`config.mk`:
```
export PLATFORM = sky130hd
export DESIGN_NAME = che_encoder
export DESIGN_NICKNAME = d
export VERILOG_FILES = /design/src/sv/cp437_html_entity_escaper_macros.svh /design/src/sv/che_pkg.sv /design/src/sv/che_encoder.sv
export SDC_FILE = /design/constraint.sdc
export NUM_CORES = 1
export LEC_CHECK = 0
export BUFFER_PORTS_ARGS = -buffer_cell sky130_fd_sc_hd__buf_4
export CAP_MARGIN = 25
export CORE_MARGIN = 8
export CORE_UTILIZATION = 49
export DETAILED_ROUTE_END_ITERATION = 7
export GPL_TIMING_DRIVEN = 0
export PLACE_DENSITY = 0.89
export RECOVER_POWER = 25
export SLEW_MARGIN = 0
export SYNTH_ARGS = -nofsm -noshare
export SYNTH_HDL_FRONTEND = slang
export SYNTH_SLANG_ARGS = --single-unit
export TNS_END_PERCENT = 100
```
`constraint.sdc`:
```
create_clock -name vclk -period 6.1
set_clock_uncertainty 0.05 [all_clocks]
set_input_delay 1.22 -clock vclk [all_inputs]
set_output_delay 1.22 -clock vclk [all_outputs]
set_load 0.05 [all_outputs]
```
`src/sv/cp437_html_entity_escaper_macros.svh`:
```
// Assertion helpers for the escaper
`ifndef CP437_HTML_ENTITY_ESCAPER_MACROS_SVH
`define CP437_HTML_ENTITY_ESCAPER_MACROS_SVH

// Check that a condition implies a consequence on the same edge
`define CHE_ASSERT_IMPL(label, cond, conseq, msg) \
    label: assert property (@(posedge aclk) disable iff (!aresetn) \
        (cond) |-> (conseq)) else $error(msg);

// Check that a condition implies a consequence on the next edge
`define CHE_ASSERT_NEXT(label, cond, conseq, msg) \
    label: assert property (@(posedge aclk) disable iff (!aresetn) \
        (cond) |=> (conseq)) else $error(msg);

`endif

```
`src/sv/che_pkg.sv`:
```
package che_pkg;

    // One encoded character group
    typedef struct packed {
        logic [63:0] chars;
        logic [3:0]  len;
    } chunk_t;

    // Context for the byte being encoded
    typedef struct packed {
        logic [7:0] b;
        logic       first;
        logic [7:0] prev;
        logic       has_next;
        logic [7:0] next;
        logic       text;
    } enc_ctx_t;

    localparam logic [7:0] CH_QUOT = 8'h22;
    localparam logic [7:0] CH_AMP  = 8'h26;
    localparam logic [7:0] CH_LT   = 8'h3C;
    localparam logic [7:0] CH_GT   = 8'h3E;
    localparam logic [7:0] CH_SP   = 8'h20;
    localparam logic [7:0] CH_NL   = 8'h0A;
    localparam logic [7:0] CH_DEL  = 8'h7F;

    // Unicode point of a CP437 byte, zero when the byte passes through
    function automatic logic [15:0] cp_point(input logic [7:0] b);
        logic [15:0] p;
        p = 16'h0000;
        if (b[7]) begin
            unique case (b[6:0])
                7'd0: p = 16'h00C7;   7'd1: p = 16'h00FC;   7'd2: p = 16'h00E9;
                7'd3: p = 16'h00E2;   7'd4: p = 16'h00E4;   7'd5: p = 16'h00E0;
                7'd6: p = 16'h00E5;   7'd7: p = 16'h00E7;   7'd8: p = 16'h00EA;
                7'd9: p = 16'h00EB;   7'd10: p = 16'h00E8;  7'd11: p = 16'h00EF;
                7'd12: p = 16'h00EE;  7'd13: p = 16'h00EC;  7'd14: p = 16'h00C4;
                7'd15: p = 16'h00C5;  7'd16: p = 16'h00C9;  7'd17: p = 16'h00E6;
                7'd18: p = 16'h00C6;  7'd19: p = 16'h00F4;  7'd20: p = 16'h00F6;
                7'd21: p = 16'h00F2;  7'd22: p = 16'h00FB;  7'd23: p = 16'h00F9;
                7'd24: p = 16'h00FF;  7'd25: p = 16'h00D6;  7'd26: p = 16'h00DC;
                7'd27: p = 16'h00A2;  7'd28: p = 16'h00A3;  7'd29: p = 16'h00A5;
                7'd30: p = 16'h20A7;  7'd31: p = 16'h0192;  7'd32: p = 16'h00E1;
                7'd33: p = 16'h00ED;  7'd34: p = 16'h00F3;  7'd35: p = 16'h00FA;
                7'd36: p = 16'h00F1;  7'd37: p = 16'h00D1;  7'd38: p = 16'h00AA;
                7'd39: p = 16'h00BA;  7'd40: p = 16'h00BF;  7'd41: p = 16'h2310;
                7'd42: p = 16'h00AC;  7'd43: p = 16'h00BD;  7'd44: p = 16'h00BC;
                7'd45: p = 16'h00A1;  7'd46: p = 16'h00AB;  7'd47: p = 16'h00BB;
                7'd48: p = 16'h2591;  7'd49: p = 16'h2592;  7'd50: p = 16'h2593;
                7'd51: p = 16'h2502;  7'd52: p = 16'h2524;  7'd53: p = 16'h2561;
                7'd54: p = 16'h2562;  7'd55: p = 16'h2556;  7'd56: p = 16'h2555;
                7'd57: p = 16'h2563;  7'd58: p = 16'h2551;  7'd59: p = 16'h2557;
                7'd60: p = 16'h255D;  7'd61: p = 16'h255C;  7'd62: p = 16'h255B;
                7'd63: p = 16'h2510;  7'd64: p = 16'h2514;  7'd65: p = 16'h2534;
                7'd66: p = 16'h252C;  7'd67: p = 16'h251C;  7'd68: p = 16'h2500;
                7'd69: p = 16'h253C;  7'd70: p = 16'h255E;  7'd71: p = 16'h255F;
                7'd72: p = 16'h255A;  7'd73: p = 16'h2554;  7'd74: p = 16'h2569;
                7'd75: p = 16'h2566;  7'd76: p = 16'h2560;  7'd77: p = 16'h2550;
                7'd78: p = 16'h256C;  7'd79: p = 16'h2567;  7'd80: p = 16'h2568;
                7'd81: p = 16'h2564;  7'd82: p = 16'h2565;  7'd83: p = 16'h2559;
                7'd84: p = 16'h2558;  7'd85: p = 16'h2552;  7'd86: p = 16'h2553;
                7'd87: p = 16'h256B;  7'd88: p = 16'h256A;  7'd89: p = 16'h2518;
                7'd90: p = 16'h250C;  7'd91: p = 16'h2588;  7'd92: p = 16'h2584;
                7'd93: p = 16'h258C;  7'd94: p = 16'h2590;  7'd95: p = 16'h2580;
                7'd96: p = 16'h03B1;  7'd97: p = 16'h03B2;  7'd98: p = 16'h0393;
                7'd99: p = 16'h03C0;  7'd100: p = 16'h03A3; 7'd101: p = 16'h03C3;
                7'd102: p = 16'h00B5; 7'd103: p = 16'h03C4; 7'd104: p = 16'h03A6;
                7'd105: p = 16'h0398; 7'd106: p = 16'h03A9; 7'd107: p = 16'h03B4;
                7'd108: p = 16'h221E; 7'd109: p = 16'h2205; 7'd110: p = 16'h2208;
                7'd111: p = 16'h2229; 7'd112: p = 16'h2261; 7'd113: p = 16'h00B1;
                7'd114: p = 16'h2265; 7'd115: p = 16'h2264; 7'd116: p = 16'h2320;
                7'd117: p = 16'h2321; 7'd118: p = 16'h00F7; 7'd119: p = 16'h2248;
                7'd120: p = 16'h00B0; 7'd121: p = 16'h2219; 7'd122: p = 16'h00B7;
                7'd123: p = 16'h221A; 7'd124: p = 16'h207F; 7'd125: p = 16'h00B2;
                7'd126: p = 16'h25AA; default: p = 16'h0000;
            endcase
        end else if (b == CH_DEL) begin
            p = 16'h2302;
        end else if (b[7:5] == 3'b000) begin
            unique case (b[4:0])
                5'd1: p = 16'h263A;  5'd2: p = 16'h263B;  5'd3: p = 16'h2665;
                5'd4: p = 16'h2666;  5'd5: p = 16'h2663;  5'd6: p = 16'h2660;
                5'd7: p = 16'h2022;  5'd8: p = 16'h25D8;  5'd9: p = 16'h25CB;
                5'd11: p = 16'h2642; 5'd12: p = 16'h2640; 5'd14: p = 16'h266B;
                5'd15: p = 16'h263C; 5'd16: p = 16'h25B8; 5'd17: p = 16'h25C2;
                5'd18: p = 16'h2195; 5'd19: p = 16'h203C; 5'd20: p = 16'h00B6;
                5'd21: p = 16'h00A7; 5'd22: p = 16'h25AC; 5'd23: p = 16'h21A8;
                5'd24: p = 16'h2191; 5'd25: p = 16'h2193; 5'd26: p = 16'h2192;
                5'd27: p = 16'h2190; 5'd28: p = 16'h221F; 5'd29: p = 16'h2194;
                5'd30: p = 16'h25B4; 5'd31: p = 16'h25BE;
                default: p = 16'h0000;
            endcase
        end
        return p;
    endfunction

    // Uppercase hex character of a nibble
    function automatic logic [7:0] hex_char(input logic [3:0] n);
        return (n < 4'd10) ? (8'h30 + {4'h0, n}) : (8'h37 + {4'h0, n});
    endfunction

endpackage

```
`src/sv/che_encoder.sv`:
```
module che_encoder (
    input  che_pkg::enc_ctx_t ctx,
    output che_pkg::chunk_t   chunk
);

    logic [15:0] point;
    logic        nbsp;

    assign point = che_pkg::cp_point(ctx.b);
    assign nbsp  = ctx.text && ((ctx.has_next && ctx.next == che_pkg::CH_SP) || ctx.first
                   || ctx.prev == che_pkg::CH_SP || ctx.prev == che_pkg::CH_NL);

    // Pick the entity text or the plain byte
    always_comb begin
        chunk.chars = 64'h0;
        chunk.len   = 4'd1;
        if (ctx.b == che_pkg::CH_QUOT) begin
            chunk.chars = 64'h0000_3B74_6F75_7126;
            chunk.len   = 4'd6;
        end else if (ctx.b == che_pkg::CH_AMP) begin
            chunk.chars = 64'h0000_003B_706D_6126;
            chunk.len   = 4'd5;
        end else if (ctx.b == che_pkg::CH_LT) begin
            chunk.chars = 64'h0000_0000_3B74_6C26;
            chunk.len   = 4'd4;
        end else if (ctx.b == che_pkg::CH_GT) begin
            chunk.chars = 64'h0000_0000_3B74_6726;
            chunk.len   = 4'd4;
        end else if (ctx.b == che_pkg::CH_SP) begin
            if (nbsp) begin
                chunk.chars = 64'h0000_3B70_7362_6E26;
                chunk.len   = 4'd6;
            end else begin
                chunk.chars = {56'h0, che_pkg::CH_SP};
            end
        end else if (point != 16'h0) begin
            chunk.chars = {8'h3B, che_pkg::hex_char(point[3:0]),
                           che_pkg::hex_char(point[7:4]), che_pkg::hex_char(point[11:8]),
                           che_pkg::hex_char(point[15:12]), 24'h78_2326};
            chunk.len   = 4'd8;
        end else begin
            chunk.chars = {56'h0, ctx.b};
        end
    end

endmodule

```
### Yosys cells after proc, flatten, opt, wreduce, memory -nomap -nowiden

Memory sizes are Yosys's and may differ from the RTL's.
Cells that the tools add are included.

| operators by class | value |
|---|---|
| eq/ne operators | 9 |
| reduce and logical (&&, ||, !) cells | 7 |
| add/sub/neg operators | 8 |
| mux-type cells | 16 |
| $lt $le $gt $ge | 4 |

Operators by type and width:

| cell | count |
|---|---|
| 2-to-1 mux 68 bit | 5 |
| 2-to-1 mux 62 bit | 1 |
| adder 6 x 4 -> 7 bit, first input constant | 8 |
| == test 8 x 6 -> 1 bit, second input constant | 7 |
| 2-to-1 mux 16 bit | 3 |
| 2-to-1 mux 46 bit | 1 |
| 2-to-1 mux 7 bit | 4 |
| less-than comparator 4 bit, second input constant | 4 |
| nonzero test 16 bit | 1 |
| == test 8 x 4 -> 1 bit, second input constant | 1 |
| == test 8 x 7 -> 1 bit, second input constant | 1 |
| 2-to-1 mux 4 bit | 1 |
| zero test 3 bit | 1 |
| logical OR 1 bit | 3 |
| 2-to-1 mux 3 bit | 1 |
| logical AND 1 bit | 2 |

| storage, ports and cells | value |
|---|---|
| register bits | 0 |
| output and inout port bits | 68 |
| memories kept | 2 |
| logic and storage cells | 46 |
| memory bits (read-only) | 1920 |
| bits of input ports | 27 |

Memories:

| memory | words | width | rd ports | clocked after Yosys merged registers in | wr ports | line | source |
|---|---|---|---|---|---|---|---|
| (no name shown) | 128 | 12 | 1 | 0 | 0 | che_pkg.sv:32 | `unique case (b[6:0])` |
| (no name shown) | 32 | 12 | 1 | 0 | 0 | che_pkg.sv:80 | `unique case (b[4:0])` |

### Logic depth before layout (Yosys ltp)

| depth | value |
|---|---|
| depth after elaboration | 12 |
| mapped depth | 20 |
| gate-level depth less buffers | 15 |

### Worst setup path after synthesis

Ideal clock, no wire load.

| timing path | value |
|---|---|
| kind | in2out |
| start point | input ctx[20] (netlist name) |
| end point | output chunk[53] (netlist name) |
| stages | 16 |
| slack | -0.884 ns |
| path buffers | 2 |
| data required time | 4.830 ns |
| arrival | 5.714 ns |
| path through | buf_2 -> inv_1 -> ha_1 -> clkbuf_1 -> nand2_1 -> nand3b_1 -> o31ai_1 -> mux4_2 -> a22o_1 -> ha_1 -> or4b_1 -> nor3_1 -> nand4_1 -> nor4b_4 -> or2b_2 -> a2111oi_1 |

RTL lines:

| what | line | source |
|---|---|---|
| start: declaration | che_encoder.sv:2 | `input che_pkg::enc_ctx_t ctx,` |
| end: declaration | che_encoder.sv:3 | `output che_pkg::chunk_t chunk` |

==> flow_summary.json <==
{
  "fin_crit_ns": 6.23,
  "drive_gt1_frac": 0.414,
  "yosys-top-cells-area": "ha_1 (6.3%), buf_4 (5.9%), a21oi_1 (5.2%)",
  "slew_headroom": 0.347,
  "grt_pass1_wl_mm": 26.4,
  "post-route-period-util": 1.02,
  "fin_tns_setup_ns": -1.49,
  "die_w_um": 96.9,
  "synth_area_um2": 3200,
  "rsz0062_at_grt": "yes",
  "timing.hold.ws_ns": 3.00,
  "post-synth-top-area-cell": "ha_1",
  "routedWlPerCell_um": 27.2,
  "dp_hpwl_mm": 12.2,
  "status": "finished, violations left",
  "yosys.area.top_type_share": 0.0625,
  "grt-ovfl-total": 0,
  "setup_viol": 26,
  "grt_max_degree": 20,
  "regArea_um2": 0,
  "endpoint_kind": "primary output",
  "via_per_inst": 7.41,
  "yosysUniqueCellTypes": 82,
  "maxCapViolCount": 0,
  "nClkBuffers": 0,
  "path_max_fanout": 8,
  "finalHoldViolCount": 0,
  "area_growth_pct": 54.6,
  "cp.arrival_ns": 4.96,
  "syn_avg_cell_area_um2": 6.62,
  "seq_cell_count": 0,
  "irDropWorstVdd_v": 0.000114,
  "vias": 5099,
  "ant_nets": 0,
  "final_cell_mix": "buf_4 (96), buf_6 (49), nand2_1 (39)",
  "critPathKind": "primary input to primary output",
  "track_usage": 0.337,
  "coreArea_um2": 6350,
  "worst_pin_slew_ns": 0.955,
  "holdBufCountCts": 0,
  "fin_area_um2": 4950,
  "place_area_um2": 4050,
  "ys_seq_area_frac": 0,
  "final_nets": 656,
  "floorplan.initialDensity": 0.504,
  "cellPowerDensity_nw_per_um2": 101,
  "worstPathRequired_ns": 4.83,
  "n_antenna_cell": 0,
  "min_path_cells": 4,
  "die_area_um2": 9380,
  "antenna_found_initial": 0,
  "num_rows": 29,
  "timing.final.ws_setup_ns": -0.129,
  "fp.dieH_um": 96.9,
  "slew_viol_final": 0,
  "firstDrtPassIters": 8,
  "fmax_mhz": 161,
  "gp_congestion": 1.16,
  "violations": "setup timing",
  "numPortBuffers": 83,
  "io_pins": 95,
  "mostFrequentLayoutCell": "buf_4",
  "syn_inst": 484,
  "cp-start-kind": "primary input",
  "yosys_warnings": 0,
  "min_from": "ctx[0]",
  "drt_wl_total_mm": 18.7,
  "grt_pass1_vias": 4703,
  "hold_path_class": "primary input to primary output",
  "min_to": "chunk[21]",
  "drt_iter0_markers": 945,
  "post-route-drc-count": 0,
  "p_leak_uw": 0.00218
}
-- Yosys cell counts (3+ instances only) --
master	n
inv_1	19
ha_1	16
nand2b_1	16
nor3_1	18
a221o_1	4
nor2b_1	12
o31ai_1	4
clkbuf_1	16
nor4_1	3
mux2_2	3
buf_6	7
a221oi_1	8
a211o_1	4
a21o_1	7
or4_1	3
and2_1	7
nand4_1	6
o21ai_0	24
o311ai_0	4
o21ai_1	5
a2111oi_0	3
mux4_2	7
a311oi_1	9
nand3b_1	3
buf_4	25
a31oi_1	13
buf_2	19
o21a_1	3
buf_1	4
a21oi_1	33
mux2i_1	3
nand2_1	41
a211oi_1	7
nand3_1	12
nor3b_1	4
or3_1	4
nor2_1	36
o211ai_1	10
and3_1	6
xor2_1	4
or2_2	4
-- layout make-up --
cell class | count | area, um2
multi-input cells | 399 | 3030
repair buffers | 122 | 1110
inverters | 22 | 104
fillers | 452 | 1400
well taps | 77 | 96.3
plain buffers | 68 | 611
-- cell families (layout without fill, tap and decap cells) --
| logic type | after synthesis | in the layout | synth area share |
|---|---|---|---|
| other | 1 | 9 | 0.00117 |
| xor gates and xnor gates | 4 | 4 | 0.0109 |
| muxes | 14 | 14 | 0.0727 |
| buffers and inverters | 93 | 212 | 0.162 |
| AOI/OAI and AO/OA | 167 | 167 | 0.374 |
| adders and majority gates | 16 | 16 | 0.0625 |
| and+or+nand+nor | 189 | 189 | 0.316 |
-- worst max-delay path: stages --
cell       delay (ns)
buf_12           0.11
buf_8            0.12
clkinv_8         0.06
ha_4             0.16
clkbuf_16        0.14
or2_4            0.25
buf_4            0.15
a21oi_2          0.16
nor3_2           0.08
nor3_1           0.18
o32a_1           0.28
ha_2             0.21
or4b_4           0.46
nor3_2           0.15
nand4_1          0.16
nor4b_4          0.33
buf_4            0.19
nor2_4           0.06
o21a_4           0.25
buf_6            0.12
buf_8            0.14
-- routing by layer --
metal | vias up | share of wire | track usage
met5 | - | 0 | 0
met4 | 0 | 0.089 | 0.173
met3 | 200 | 0.16 | 0.117
met2 | 595 | 0.43 | 0.545
met1 | 2255 | 0.31 | 0.384
li1 | 2049 | - | -
-- worst max-delay path by stage --
stage	slack, ns	from	to	cells past startpoint
2_1_floorplan	-0.07	ctx[20]	chunk[6]	14
3_3_place_gp	-1.0	ctx[21]	chunk[65]	21
3_5_place_dp	-0.96	ctx[21]	chunk[25]	21
4_1_cts	0.006	ctx[22]	chunk[41]	19
5_1_grt	-0.22	ctx[22]	chunk[41]	20
6_report	-0.13	ctx[20]	chunk[41]	21
-- stage by stage --
stage | worst slack, ns | utilization | std cells | power [uW]
after floorplan | -0.0673 | - | 492 | 286
after global placement | -0.999 | 0.638 | 652 | 401
after detailed placement | -0.958 | 0.638 | 652 | 401
after CTS | 0.00620 | 0.706 | 674 | 434
after global routing | -0.220 | 0.780 | 688 | 516
final | -0.129 | 0.780 | 688 | 502
-- where the power goes --
part | switching, uW | internal (uW)
Sequential | 0 | 0
Clock | 0 | 0
Combinational | 309 | 193
-- timing repair --
action,4_1_cts,5_1_grt
resized for setup,67,96
buffers inserted,25,13
pin swaps,11,32
setup endpoints to repair,34,34
Note: power is estimated with default switching activity, not from simulation.
